`src/stepper_job_pulse_controller_core_assert.svh`:
```
// Assertion macros for the stepper job pulse controller.
`ifndef STEPPER_JOB_PULSE_CONTROLLER_CORE_ASSERT_SVH
`define STEPPER_JOB_PULSE_CONTROLLER_CORE_ASSERT_SVH

`ifndef SYNTHESIS
// Condition must hold at every clock edge out of reset.
`define SJPC_ASSERT_ALWAYS(lbl, cond) \
    lbl: assert property (@(posedge clk) disable iff (!rst_n) (cond)) \
        else $error("sjpc check failed");
// Trigger in one cycle implies the condition in the next cycle.
`define SJPC_ASSERT_NEXT(lbl, pre, post) \
    lbl: assert property (@(posedge clk) disable iff (!rst_n) (pre) |=> (post)) \
        else $error("sjpc check failed");
`else
`define SJPC_ASSERT_ALWAYS(lbl, cond)
`define SJPC_ASSERT_NEXT(lbl, pre, post)
`endif

`endif

```
`src/sjpc_pkg.sv`:
```
// Types, codes and shift tables shared by the stepper job pulse controller.
`default_nettype none

package sjpc_pkg;

    typedef enum logic [1:0] {
        FUNC_START,
        FUNC_COMPARE,
        FUNC_STALL,
        FUNC_CLEAR
    } func_t;

    typedef enum logic [1:0] {
        END_COUNT,
        END_STALL,
        END_FOREVER,
        END_IMMEDIATE
    } end_kind_t;

    typedef enum logic {
        CTRL_IDLE,
        CTRL_FIT
    } ctrl_state_t;

    typedef enum logic [1:0] {
        FIT_IDLE,
        FIT_DIV,
        FIT_SHIFT
    } fit_state_t;

    localparam int NUM_AXES = 4;

    localparam int QUOT_W   = 32;
    localparam int PERIOD_W = 16;
    localparam int CODE_W   = 3;

    // Axis with the 8-bit timer and no step pin.
    localparam logic [1:0] NARROW_AXIS = 2'd3;
    // Axes below this one honor stall events.
    localparam logic [1:0] STALL_AXES  = 2'd2;

    localparam logic [QUOT_W-1:0] WIDE_MAX   = 32'h0000FFFF;
    localparam logic [QUOT_W-1:0] NARROW_MAX = 32'h000000FF;

    typedef struct packed {
        logic                busy;
        logic [CODE_W-1:0]   code;
        logic [PERIOD_W-1:0] period;
    } fit_status_t;

    // Shift step taken when moving past prescaler code k; zero ends the search.
    function automatic logic [1:0] shift_amt(input logic narrow, input logic [2:0] k);
        logic [1:0] sh;
        sh = 2'd0;
        if (narrow) begin
            case (k)
                3'd0:    sh = 2'd1;
                3'd1:    sh = 2'd3;
                3'd2:    sh = 2'd2;
                3'd3:    sh = 2'd1;
                3'd4:    sh = 2'd1;
                3'd5:    sh = 2'd1;
                3'd6:    sh = 2'd2;
                default: sh = 2'd0;
            endcase
        end
        else begin
            case (k)
                3'd0:    sh = 2'd1;
                3'd1:    sh = 2'd3;
                3'd2:    sh = 2'd3;
                3'd3:    sh = 2'd2;
                3'd4:    sh = 2'd2;
                default: sh = 2'd0;
            endcase
        end
        return sh;
    endfunction

endpackage

`default_nettype wire

```
`src/sjpc_fit.sv`:
```
// Clock divider and prescaler search: restoring divide, then one shift step a cycle.
`default_nettype none

module sjpc_fit #(
    parameter int unsigned CLOCK_HZ = 16000000
) (
    input  wire logic                          clk,
    input  wire logic                          rst_n,
    input  wire logic                          start,
    input  wire logic                          narrow,
    input  wire logic [15:0]                   freq,
    output sjpc_pkg::fit_status_t              status
);

    localparam int CNT_W = $clog2(sjpc_pkg::QUOT_W);

    sjpc_pkg::fit_state_t state_reg, state_next;
    logic [sjpc_pkg::QUOT_W-1:0]   q_reg, q_next;
    logic [15:0]                   rem_reg, rem_next;
    logic [15:0]                   freq_reg, freq_next;
    logic                          narrow_reg, narrow_next;
    logic [CNT_W-1:0]              cnt_reg, cnt_next;
    logic [2:0]                    k_reg, k_next;
    logic [sjpc_pkg::CODE_W-1:0]   code_reg, code_next;

    logic [16:0]                   trial;
    logic [16:0]                   diff;
    logic                          ge;
    logic [1:0]                    sh;
    logic                          over;
    logic [sjpc_pkg::QUOT_W-1:0]   rounded;

    always_comb
    begin
        state_next  = state_reg;
        q_next      = q_reg;
        rem_next    = rem_reg;
        freq_next   = freq_reg;
        narrow_next = narrow_reg;
        cnt_next    = cnt_reg;
        k_next      = k_reg;
        code_next   = code_reg;

        trial = {rem_reg, q_reg[sjpc_pkg::QUOT_W-1]};
        diff  = trial - {1'b0, freq_reg};
        ge    = trial >= {1'b0, freq_reg};

        sh   = sjpc_pkg::shift_amt(narrow_reg, k_reg);
        over = narrow_reg ? (q_reg[sjpc_pkg::QUOT_W-1:8] != '0)
                          : (q_reg[sjpc_pkg::QUOT_W-1:16] != '0);

        // Round to nearest: add back the last bit shifted out.
        case (sh)
            2'd1:    rounded = (q_reg >> 1) + {{(sjpc_pkg::QUOT_W-1){1'b0}}, q_reg[0]};
            2'd2:    rounded = (q_reg >> 2) + {{(sjpc_pkg::QUOT_W-1){1'b0}}, q_reg[1]};
            2'd3:    rounded = (q_reg >> 3) + {{(sjpc_pkg::QUOT_W-1){1'b0}}, q_reg[2]};
            default: rounded = q_reg;
        endcase

        case (state_reg)
            sjpc_pkg::FIT_IDLE:
            begin
                if (start)
                begin
                    q_next      = sjpc_pkg::QUOT_W'(CLOCK_HZ);
                    rem_next    = '0;
                    cnt_next    = '0;
                    freq_next   = freq;
                    narrow_next = narrow;
                    state_next  = sjpc_pkg::FIT_DIV;
                end
            end
            sjpc_pkg::FIT_DIV:
            begin
                rem_next = ge ? diff[15:0] : trial[15:0];
                q_next   = {q_reg[sjpc_pkg::QUOT_W-2:0], ge};
                cnt_next = cnt_reg + 1'b1;
                if (cnt_reg == CNT_W'(sjpc_pkg::QUOT_W - 1))
                begin
                    k_next     = 3'd1;
                    state_next = sjpc_pkg::FIT_SHIFT;
                end
            end
            sjpc_pkg::FIT_SHIFT:
            begin
                if (!over || sh == 2'd0)
                begin
                    // Saturate when the last prescaler still leaves it too wide.
                    if (over)
                    begin
                        q_next = narrow_reg ? sjpc_pkg::NARROW_MAX : sjpc_pkg::WIDE_MAX;
                    end
                    code_next  = k_reg;
                    state_next = sjpc_pkg::FIT_IDLE;
                end
                else
                begin
                    q_next = rounded;
                    k_next = k_reg + 3'd1;
                end
            end
            default:
            begin
                state_next = sjpc_pkg::FIT_IDLE;
            end
        endcase
    end

    always_ff @(posedge clk or negedge rst_n)
    begin
        if (!rst_n)
        begin
            state_reg <= sjpc_pkg::FIT_IDLE;
        end
        else
        begin
            state_reg <= state_next;
        end
    end

    always_ff @(posedge clk)
    begin
        q_reg      <= q_next;
        rem_reg    <= rem_next;
        freq_reg   <= freq_next;
        narrow_reg <= narrow_next;
        cnt_reg    <= cnt_next;
        k_reg      <= k_next;
        code_reg   <= code_next;
    end

    assign status.busy   = state_reg != sjpc_pkg::FIT_IDLE;
    assign status.code   = code_reg;
    assign status.period = q_reg[sjpc_pkg::PERIOD_W-1:0];

endmodule

`default_nettype wire

```
`src/stepper_job_pulse_controller_core.sv`:
```
// Four-axis step job controller with timer prescaler selection.
//
// Requests enter on in_valid/in_ready: start job, compare event, stall
// event or clear all axes. Every request gives exactly one result on
// out_valid/out_ready, held in an output register until taken.
// Compare, stall, clear and starts that do not run: the result is
// registered at the accepting edge, so out_valid is high right after it
// and such requests can be taken every cycle while out_ready is high.
// A start that runs uses the shared divide/shift unit: a restoring divide
// (one quotient bit a cycle), then prescaler codes tried in turn, up to
// 5 on the wide axes and 7 on the narrow axis; the result is loaded into
// the output register once out_valid is low or out_ready is high.
// in_ready is low while the unit works and while a finished result
// cannot be placed because out_valid is high and out_ready is low; a
// stalled receiver therefore holds the block after at most one result.
// Reset clears all axis state: no axis runs, all step levels are low.
`include "stepper_job_pulse_controller_core_assert.svh"
`default_nettype none

module stepper_job_pulse_controller_core #(
    parameter int unsigned CLOCK_HZ = 16000000
) (
    input  wire logic        clk,
    input  wire logic        rst_n,
    input  wire logic        in_valid,
    output logic             in_ready,
    input  wire logic [1:0]  func,
    input  wire logic [1:0]  axis,
    input  wire logic [15:0] frequency,
    input  wire logic [1:0]  end_kind,
    input  wire logic [31:0] step_count,
    output logic             out_valid,
    input  wire logic        out_ready,
    output logic             running,
    output logic             step_level,
    output logic [2:0]       prescale_code,
    output logic [15:0]      period,
    output logic             finished
);

    sjpc_pkg::ctrl_state_t ctrl_state_reg, ctrl_state_next;

    logic [sjpc_pkg::NUM_AXES-1:0] running_reg, running_next;
    logic [sjpc_pkg::NUM_AXES-1:0] level_reg, level_next;
    sjpc_pkg::end_kind_t           end_kind_reg [sjpc_pkg::NUM_AXES];
    sjpc_pkg::end_kind_t           end_kind_next [sjpc_pkg::NUM_AXES];
    logic [31:0]                   steps_left_reg [sjpc_pkg::NUM_AXES];
    logic [31:0]                   steps_left_next [sjpc_pkg::NUM_AXES];
    logic [15:0]                   period_reg [sjpc_pkg::NUM_AXES];
    logic [15:0]                   period_next [sjpc_pkg::NUM_AXES];
    logic [2:0]                    prescale_reg [sjpc_pkg::NUM_AXES];
    logic [2:0]                    prescale_next [sjpc_pkg::NUM_AXES];
    logic [1:0]                    cur_axis_reg, cur_axis_next;

    logic                          out_valid_reg, out_valid_next;
    logic                          out_running_reg, out_running_next;
    logic                          out_level_reg, out_level_next;
    logic [2:0]                    out_code_reg, out_code_next;
    logic [15:0]                   out_period_reg, out_period_next;
    logic                          out_finished_reg, out_finished_next;

    sjpc_pkg::func_t               req_func;
    sjpc_pkg::end_kind_t           req_kind;
    logic                          accept;
    logic                          out_free;
    logic                          run;
    logic                          fin;
    logic                          fit_start;
    logic [31:0]                   dec;
    sjpc_pkg::fit_status_t         fit_status;

    sjpc_fit #(
        .CLOCK_HZ (CLOCK_HZ)
    ) u_fit (
        .clk    (clk),
        .rst_n  (rst_n),
        .start  (fit_start),
        .narrow (axis == sjpc_pkg::NARROW_AXIS),
        .freq   (frequency),
        .status (fit_status)
    );

    assign req_func = sjpc_pkg::func_t'(func);
    assign req_kind = sjpc_pkg::end_kind_t'(end_kind);
    assign out_free = !out_valid_reg || out_ready;
    assign in_ready = (ctrl_state_reg == sjpc_pkg::CTRL_IDLE) && out_free;
    assign accept   = in_valid && in_ready;

    always_comb
    begin
        ctrl_state_next   = ctrl_state_reg;
        running_next      = running_reg;
        level_next        = level_reg;
        end_kind_next     = end_kind_reg;
        steps_left_next   = steps_left_reg;
        period_next       = period_reg;
        prescale_next     = prescale_reg;
        cur_axis_next     = cur_axis_reg;
        out_valid_next    = out_valid_reg && !out_ready;
        out_running_next  = out_running_reg;
        out_level_next    = out_level_reg;
        out_code_next     = out_code_reg;
        out_period_next   = out_period_reg;
        out_finished_next = out_finished_reg;
        fit_start         = 1'b0;
        fin               = 1'b0;
        run               = 1'b0;
        dec               = steps_left_reg[axis] - 32'd1;

        case (ctrl_state_reg)
            sjpc_pkg::CTRL_IDLE:
            begin
                if (accept)
                begin
                    case (req_func)
                        sjpc_pkg::FUNC_START:
                        begin
                            end_kind_next[axis] = req_kind;
                            if (frequency != '0)
                            begin
                                if (req_kind == sjpc_pkg::END_COUNT)
                                begin
                                    if (step_count != '0)
                                    begin
                                        steps_left_next[axis] = step_count;
                                        run = 1'b1;
                                    end
                                end
                                else if (req_kind != sjpc_pkg::END_IMMEDIATE)
                                begin
                                    run = 1'b1;
                                end
                            end
                            running_next[axis] = run;
                        end
                        sjpc_pkg::FUNC_COMPARE:
                        begin
                            if (running_reg[axis])
                            begin
                                if (axis != sjpc_pkg::NARROW_AXIS)
                                begin
                                    level_next[axis] = !level_reg[axis];
                                end
                                if (end_kind_reg[axis] == sjpc_pkg::END_COUNT)
                                begin
                                    steps_left_next[axis] = dec;
                                    if (dec == '0)
                                    begin
                                        running_next[axis] = 1'b0;
                                        fin = 1'b1;
                                    end
                                end
                            end
                        end
                        sjpc_pkg::FUNC_STALL:
                        begin
                            if (axis < sjpc_pkg::STALL_AXES && running_reg[axis] &&
                                end_kind_reg[axis] == sjpc_pkg::END_STALL)
                            begin
                                running_next[axis] = 1'b0;
                                fin = 1'b1;
                            end
                        end
                        sjpc_pkg::FUNC_CLEAR:
                        begin
                            fin          = |running_reg;
                            running_next = '0;
                        end
                        default:
                        begin
                            fin = 1'b0;
                        end
                    endcase

                    if (run)
                    begin
                        // Hold the result until the period search completes.
                        fit_start       = 1'b1;
                        cur_axis_next   = axis;
                        ctrl_state_next = sjpc_pkg::CTRL_FIT;
                    end
                    else
                    begin
                        out_valid_next    = 1'b1;
                        out_finished_next = fin;
                        if (req_func == sjpc_pkg::FUNC_CLEAR)
                        begin
                            out_running_next = 1'b0;
                            out_level_next   = 1'b0;
                            out_code_next    = '0;
                            out_period_next  = '0;
                        end
                        else
                        begin
                            out_running_next = running_next[axis];
                            out_level_next   = level_next[axis];
                            out_code_next    = running_next[axis] ? prescale_reg[axis] : '0;
                            out_period_next  = running_next[axis] ? period_reg[axis] : '0;
                        end
                    end
                end
            end
            sjpc_pkg::CTRL_FIT:
            begin
                if (!fit_status.busy && out_free)
                begin
                    period_next[cur_axis_reg]   = fit_status.period;
                    prescale_next[cur_axis_reg] = fit_status.code;
                    out_valid_next    = 1'b1;
                    out_running_next  = 1'b1;
                    out_level_next    = level_reg[cur_axis_reg];
                    out_code_next     = fit_status.code;
                    out_period_next   = fit_status.period;
                    out_finished_next = 1'b0;
                    ctrl_state_next   = sjpc_pkg::CTRL_IDLE;
                end
            end
            default:
            begin
                ctrl_state_next = sjpc_pkg::CTRL_IDLE;
            end
        endcase
    end

    always_ff @(posedge clk or negedge rst_n)
    begin
        if (!rst_n)
        begin
            ctrl_state_reg <= sjpc_pkg::CTRL_IDLE;
            out_valid_reg  <= 1'b0;
            running_reg    <= '0;
            level_reg      <= '0;
            for (int i = 0; i < sjpc_pkg::NUM_AXES; i++)
            begin
                end_kind_reg[i]   <= sjpc_pkg::END_COUNT;
                steps_left_reg[i] <= '0;
                period_reg[i]     <= '0;
                prescale_reg[i]   <= '0;
            end
        end
        else
        begin
            ctrl_state_reg <= ctrl_state_next;
            out_valid_reg  <= out_valid_next;
            running_reg    <= running_next;
            level_reg      <= level_next;
            end_kind_reg   <= end_kind_next;
            steps_left_reg <= steps_left_next;
            period_reg     <= period_next;
            prescale_reg   <= prescale_next;
        end
    end

    always_ff @(posedge clk)
    begin
        cur_axis_reg     <= cur_axis_next;
        out_running_reg  <= out_running_next;
        out_level_reg    <= out_level_next;
        out_code_reg     <= out_code_next;
        out_period_reg   <= out_period_next;
        out_finished_reg <= out_finished_next;
    end

    assign out_valid     = out_valid_reg;
    assign running       = out_running_reg;
    assign step_level    = out_level_reg;
    assign prescale_code = out_code_reg;
    assign period        = out_period_reg;
    assign finished      = out_finished_reg;

    `SJPC_ASSERT_ALWAYS(a_no_accept_in_fit, !(ctrl_state_reg == sjpc_pkg::CTRL_FIT && in_ready))
    `SJPC_ASSERT_NEXT(a_clear_stops_all, accept && req_func == sjpc_pkg::FUNC_CLEAR, running_reg == '0)
    `SJPC_ASSERT_ALWAYS(a_narrow_no_pin, level_reg[sjpc_pkg::NARROW_AXIS] == 1'b0)
    `SJPC_ASSERT_ALWAYS(a_idle_zero_period, !out_valid_reg || out_running_reg || out_period_reg == '0)

endmodule

`default_nettype wire
```
`config.mk`:
```
export PLATFORM = sky130hd
export DESIGN_NAME = stepper_job_pulse_controller_core
export DESIGN_NICKNAME = d
export VERILOG_FILES = /design/src/sjpc_pkg.sv /design/src/sjpc_fit.sv /design/src/stepper_job_pulse_controller_core.sv
export VERILOG_INCLUDE_DIRS = /design/src /design/src/src
export SDC_FILE = /design/constraint.sdc
export NUM_CORES = 1
export LEC_CHECK = 0
export ABC_CLOCK_PERIOD_IN_PS = 6900
export BUFFER_PORTS_ARGS = -buffer_cell sky130_fd_sc_hd__clkbuf_2
export CORE_UTILIZATION = 40
export CTS_CLUSTER_DIAMETER = 80
export CTS_CLUSTER_SIZE = 28
export DETAILED_ROUTE_END_ITERATION = 10
export SETUP_SLACK_MARGIN = 0.3
export SLEW_MARGIN = 20
export SYNTH_ARGS = -nofsm -noshare
export SYNTH_HDL_FRONTEND = slang
export SYNTH_SLANG_ARGS = --single-unit
```
`constraint.sdc`:
```
create_clock -name clk -period 6.9 [get_ports clk]
set_input_delay 1.725 -clock clk [delete_from_list [all_inputs] [get_ports clk]]
set_output_delay 1.725 -clock clk [all_outputs]
set_load 0.02 [all_outputs]
```
==> results by group <==
Synth
  – Synth Cell Area: 19020 um2
  – Synth top area share: 0.2947
  – EDFF count, synth: 100
  – FFs w/ async S/R, synth: 0.6914
  – Dominant cell type by area after synthesis: dfrtp_1
  – Most common cell in the synthesized netlist: dfrtp_1
  – Synth warn: 0
  – Top cells by count, synth: dfrtp_1 (224), mux2_2 (208), nand2_1 (182), nor2_1 (116), edfxtp_1 (100)
  – Sequential fraction of the synthesis area: 0.4526
  – Synthesis-stage register bit count: between 300 and 400
  – Cell count after synthesis: about 1700
  – Cell variety after synth: 74
  – Syn Area/Cell: around 11 um2
  – Synth Flop Type: dfrtp_1
  – Mapped Nets: between 1500 and 2000
  – Top post-synthesis cells by area: dfrtp_1 (29%), edfxtp_1 (16%), mux2_2 (12%)

Detailed routing
  – Post-DR wirelength/cell: 20.23 um
  – Final wirelength: about 48000 um
  – Starting DRT DRC Count: roughly 1100
  – Number of vias per cell: 5.772
  – Residual DRC count: 6
  – Final ANT Viol Nets: 0
  – Via count: ~14000
  – Drt pass-1 iters: 8

Timing
  – Layout Skew: roughly 32 ps
  – Slew Limit Fails: 0
  – Tcrit/Tclk final: 0.7816
  – PnR worst setup slack: 1507 ps
  – Finish-stage setup viols: 0
  – Total negative slack: 0 ps
  – Hold Fails Final Rpt: 0
  – Worst-margin pin slew: 1022 ps
  – Min Tclk post-route: ~5400 ps
  – RSZ-0062 raised after global routing: no
  – Rel. slew slack: 0.3184
  – Highest clock rate: 185.4 MHz

Clocking
  – Cts bufs inserted: 24
  – # resized after CTS: 0
  – Skew-Pair Late Insertion Delay: between 500 and 600 ps
  – H-tree levels: 1
  – CTS Hold Bufs: 0
  – Root buf cell: clkbuf_16
  – CTS clk-pin slew, worst paths: about 90 ps
  – CTS tree: done
  – Worst-case clock buffer depth: 3
  – Clk sink count: approximately 320
  – # Post-CTS Setup Buffers: 0

Flow run
  – # Max-Cap Violations: 0

Worst setup path
  – Cell breakdown of the critical path: buf_4 > mux4_1 > nor3_1 > and4_1 > nand2_1 > or4_1 > xor2_1 > nand4_2 > o21ai_2 > buf_4 > o21ai_2
  – Critical-path maximum fanout: 31
  – Critical Path RT: 7220 ps
  – Delay-heaviest family, CP: simple AND/OR/NAND/NOR gates
  – Worst Setup Path Type: in -> reg
  – WP data arrival: ~5700 ps
  – Critical Path Start Type: input pin
  – Crit. End Element: flop
  – WP buf/inv: 2
  – Worst path max stage delay: between 700 and 800 ps
  – Critical path's slowest cell: mux4_1

GRT
  – Vias in the first global route: 13903
  – Wire length of the first global-routing pass: between 70000 and 80000 um
  – Initial antenna violation count: 2
  – Largest net degree at the start of global routing: 117
  – GR Util All Layers: 0.2015
  – Global route total overflow: 0

Floorplanning
  – Core footprint: ~47000 um2
  – Die ar.: between 40000 and 50000 um2
  – Initial Util: 0.4068
  – Cell Rows: ~80
  – Die X: approximately 220 um
  – I/O pins: 82
  – Die Ht: around 220 um

Place
  – Post-DP HPWL: approximately 32000 um
  – Placer Congestion: a little over 0.9
  – Pre-CTS worst setup slack: slightly below 1000 ps
  – Port buffer count: approximately 80

Final layout
  – Register area: about 8600 um2
  – Nets: about 1800
  – Layout area overhead: 9.651%
  – Max reg flops: 128
  – Antenna diodes: 0
  – Share of layout cells above drive strength 1: 0.2480
  – Area taken by multi-input logic gates: a little under 10000 um2
  – Fillers: between 4000 and 5000

Power and ir drop
  – Max VDD drop: ~0.21 mV
  – Leakage: about 8.5 nW
  – PD cells: 368.3 nW/um2

Outcome
  – Status: finished, violations left
  – Failing checks: DRC

Worst hold path
  – Hold/Removal Path Class: reg -> reg
[per-stage QoR]
stage	hold slack (ps)	cells	area, um2	util	power, mW
after floorplan	424.4	1732	19020	-	5.319
after CTS	445.9	2377	20850	0.4459	7.717
final	434.6	2377	20860	0.4461	7.681
after global routing	453.5	2377	20860	0.4461	8.162
after detailed placement	422.7	2334	19940	0.4264	6.103
after global placement	415.6	2334	19940	0.4264	6.023
[where the power goes]
part | leakage, nW | internal [mW] | total, mW | switching (mW)
sequential | 3.81 | 2.75 | 3.34 | 0.588
combinational | 4.25 | 1.28 | 2.75 | 1.47
clock | 0.434 | 0.745 | 1.60 | 0.852
total | 8.50 | 4.77 | 7.68 | 2.91
[placed cells by master, fill, tap and decap left out, types with 34 or more instances in the layout]
master    Yosys  routed
a21oi_1      48      48
clkbuf_2      1      78
dfrtp_1     224     224
edfxtp_1    100     100
ha_1         34      34
inv_1        55      55
mux2_2      208     208
mux4_2       37      37
nand2_1     182     182
nand3_1      45      45
nor2_1      116     116
nor3_1       38      37
o21ai_0      69      69
xnor2_1      55      55
xor2_1       66      66
[per-layer routing]
metal,up-vias,share of wire,routed length [um],track usage
met3,60,0.049,2364,0.02926
met2,373,0.48,23280,0.3360
met5,-,0.00058,28,0
li1,6381,-,-,-
met4,4,0.022,1056,0.05218
met1,6903,0.44,21350,0.2737
[path summary, 6_finish.rpt]
| path | slack, ps | depth (start not counted) | endpoint | from |
|---|---|---|---|---|
| max in group asynchronous | 4520 | 2 | steps_left_reg[53]$_DFFE_PN0P_ | rst_n |
| worst max-delay path | 1510 | 11 | period[7]$_DFFE_PP_ | axis[0] |
| worst max register to register | 2830 | 10 | period[7]$_DFFE_PP_ | steps_left_reg[3]$_DFFE_PN0P_ |
| worst min register to register | 430 | 0 | level_reg[3]$_DFFE_PN0P_ | level_reg[3]$_DFFE_PN0P_ |
| worst min-delay path | 430 | 0 | level_reg[3]$_DFFE_PN0P_ | level_reg[3]$_DFFE_PN0P_ |
| min in group asynchronous | 1190 | 1 | period_reg[36]$_DFFE_PN0P_ | rst_n |
[kinds of logic after synthesis]
logic type | after synthesis | share of synthesized area
AND/OR/NAND/NOR | 528 | 0.1334
flip-flops | 324 | 0.4526
multiplexers | 285 | 0.2026
AO/OA/AOI/OAI | 269 | 0.09427
buffers and inverters | 170 | 0.03802
XOR/XNOR | 121 | 0.05572
adder cells (fa/ha/maj) | 35 | 0.02342
[final cells by class]
class                   count  area share
multi-input cells        1238      0.4663
flip-flops and latches    324      0.4128
well taps                 607     0.03642
repair buffers            109     0.03072
clock buffers              27     0.03036
clock inverters            16     0.01338
inverters                  56     0.01008
(Power assumes the default switching activity.)
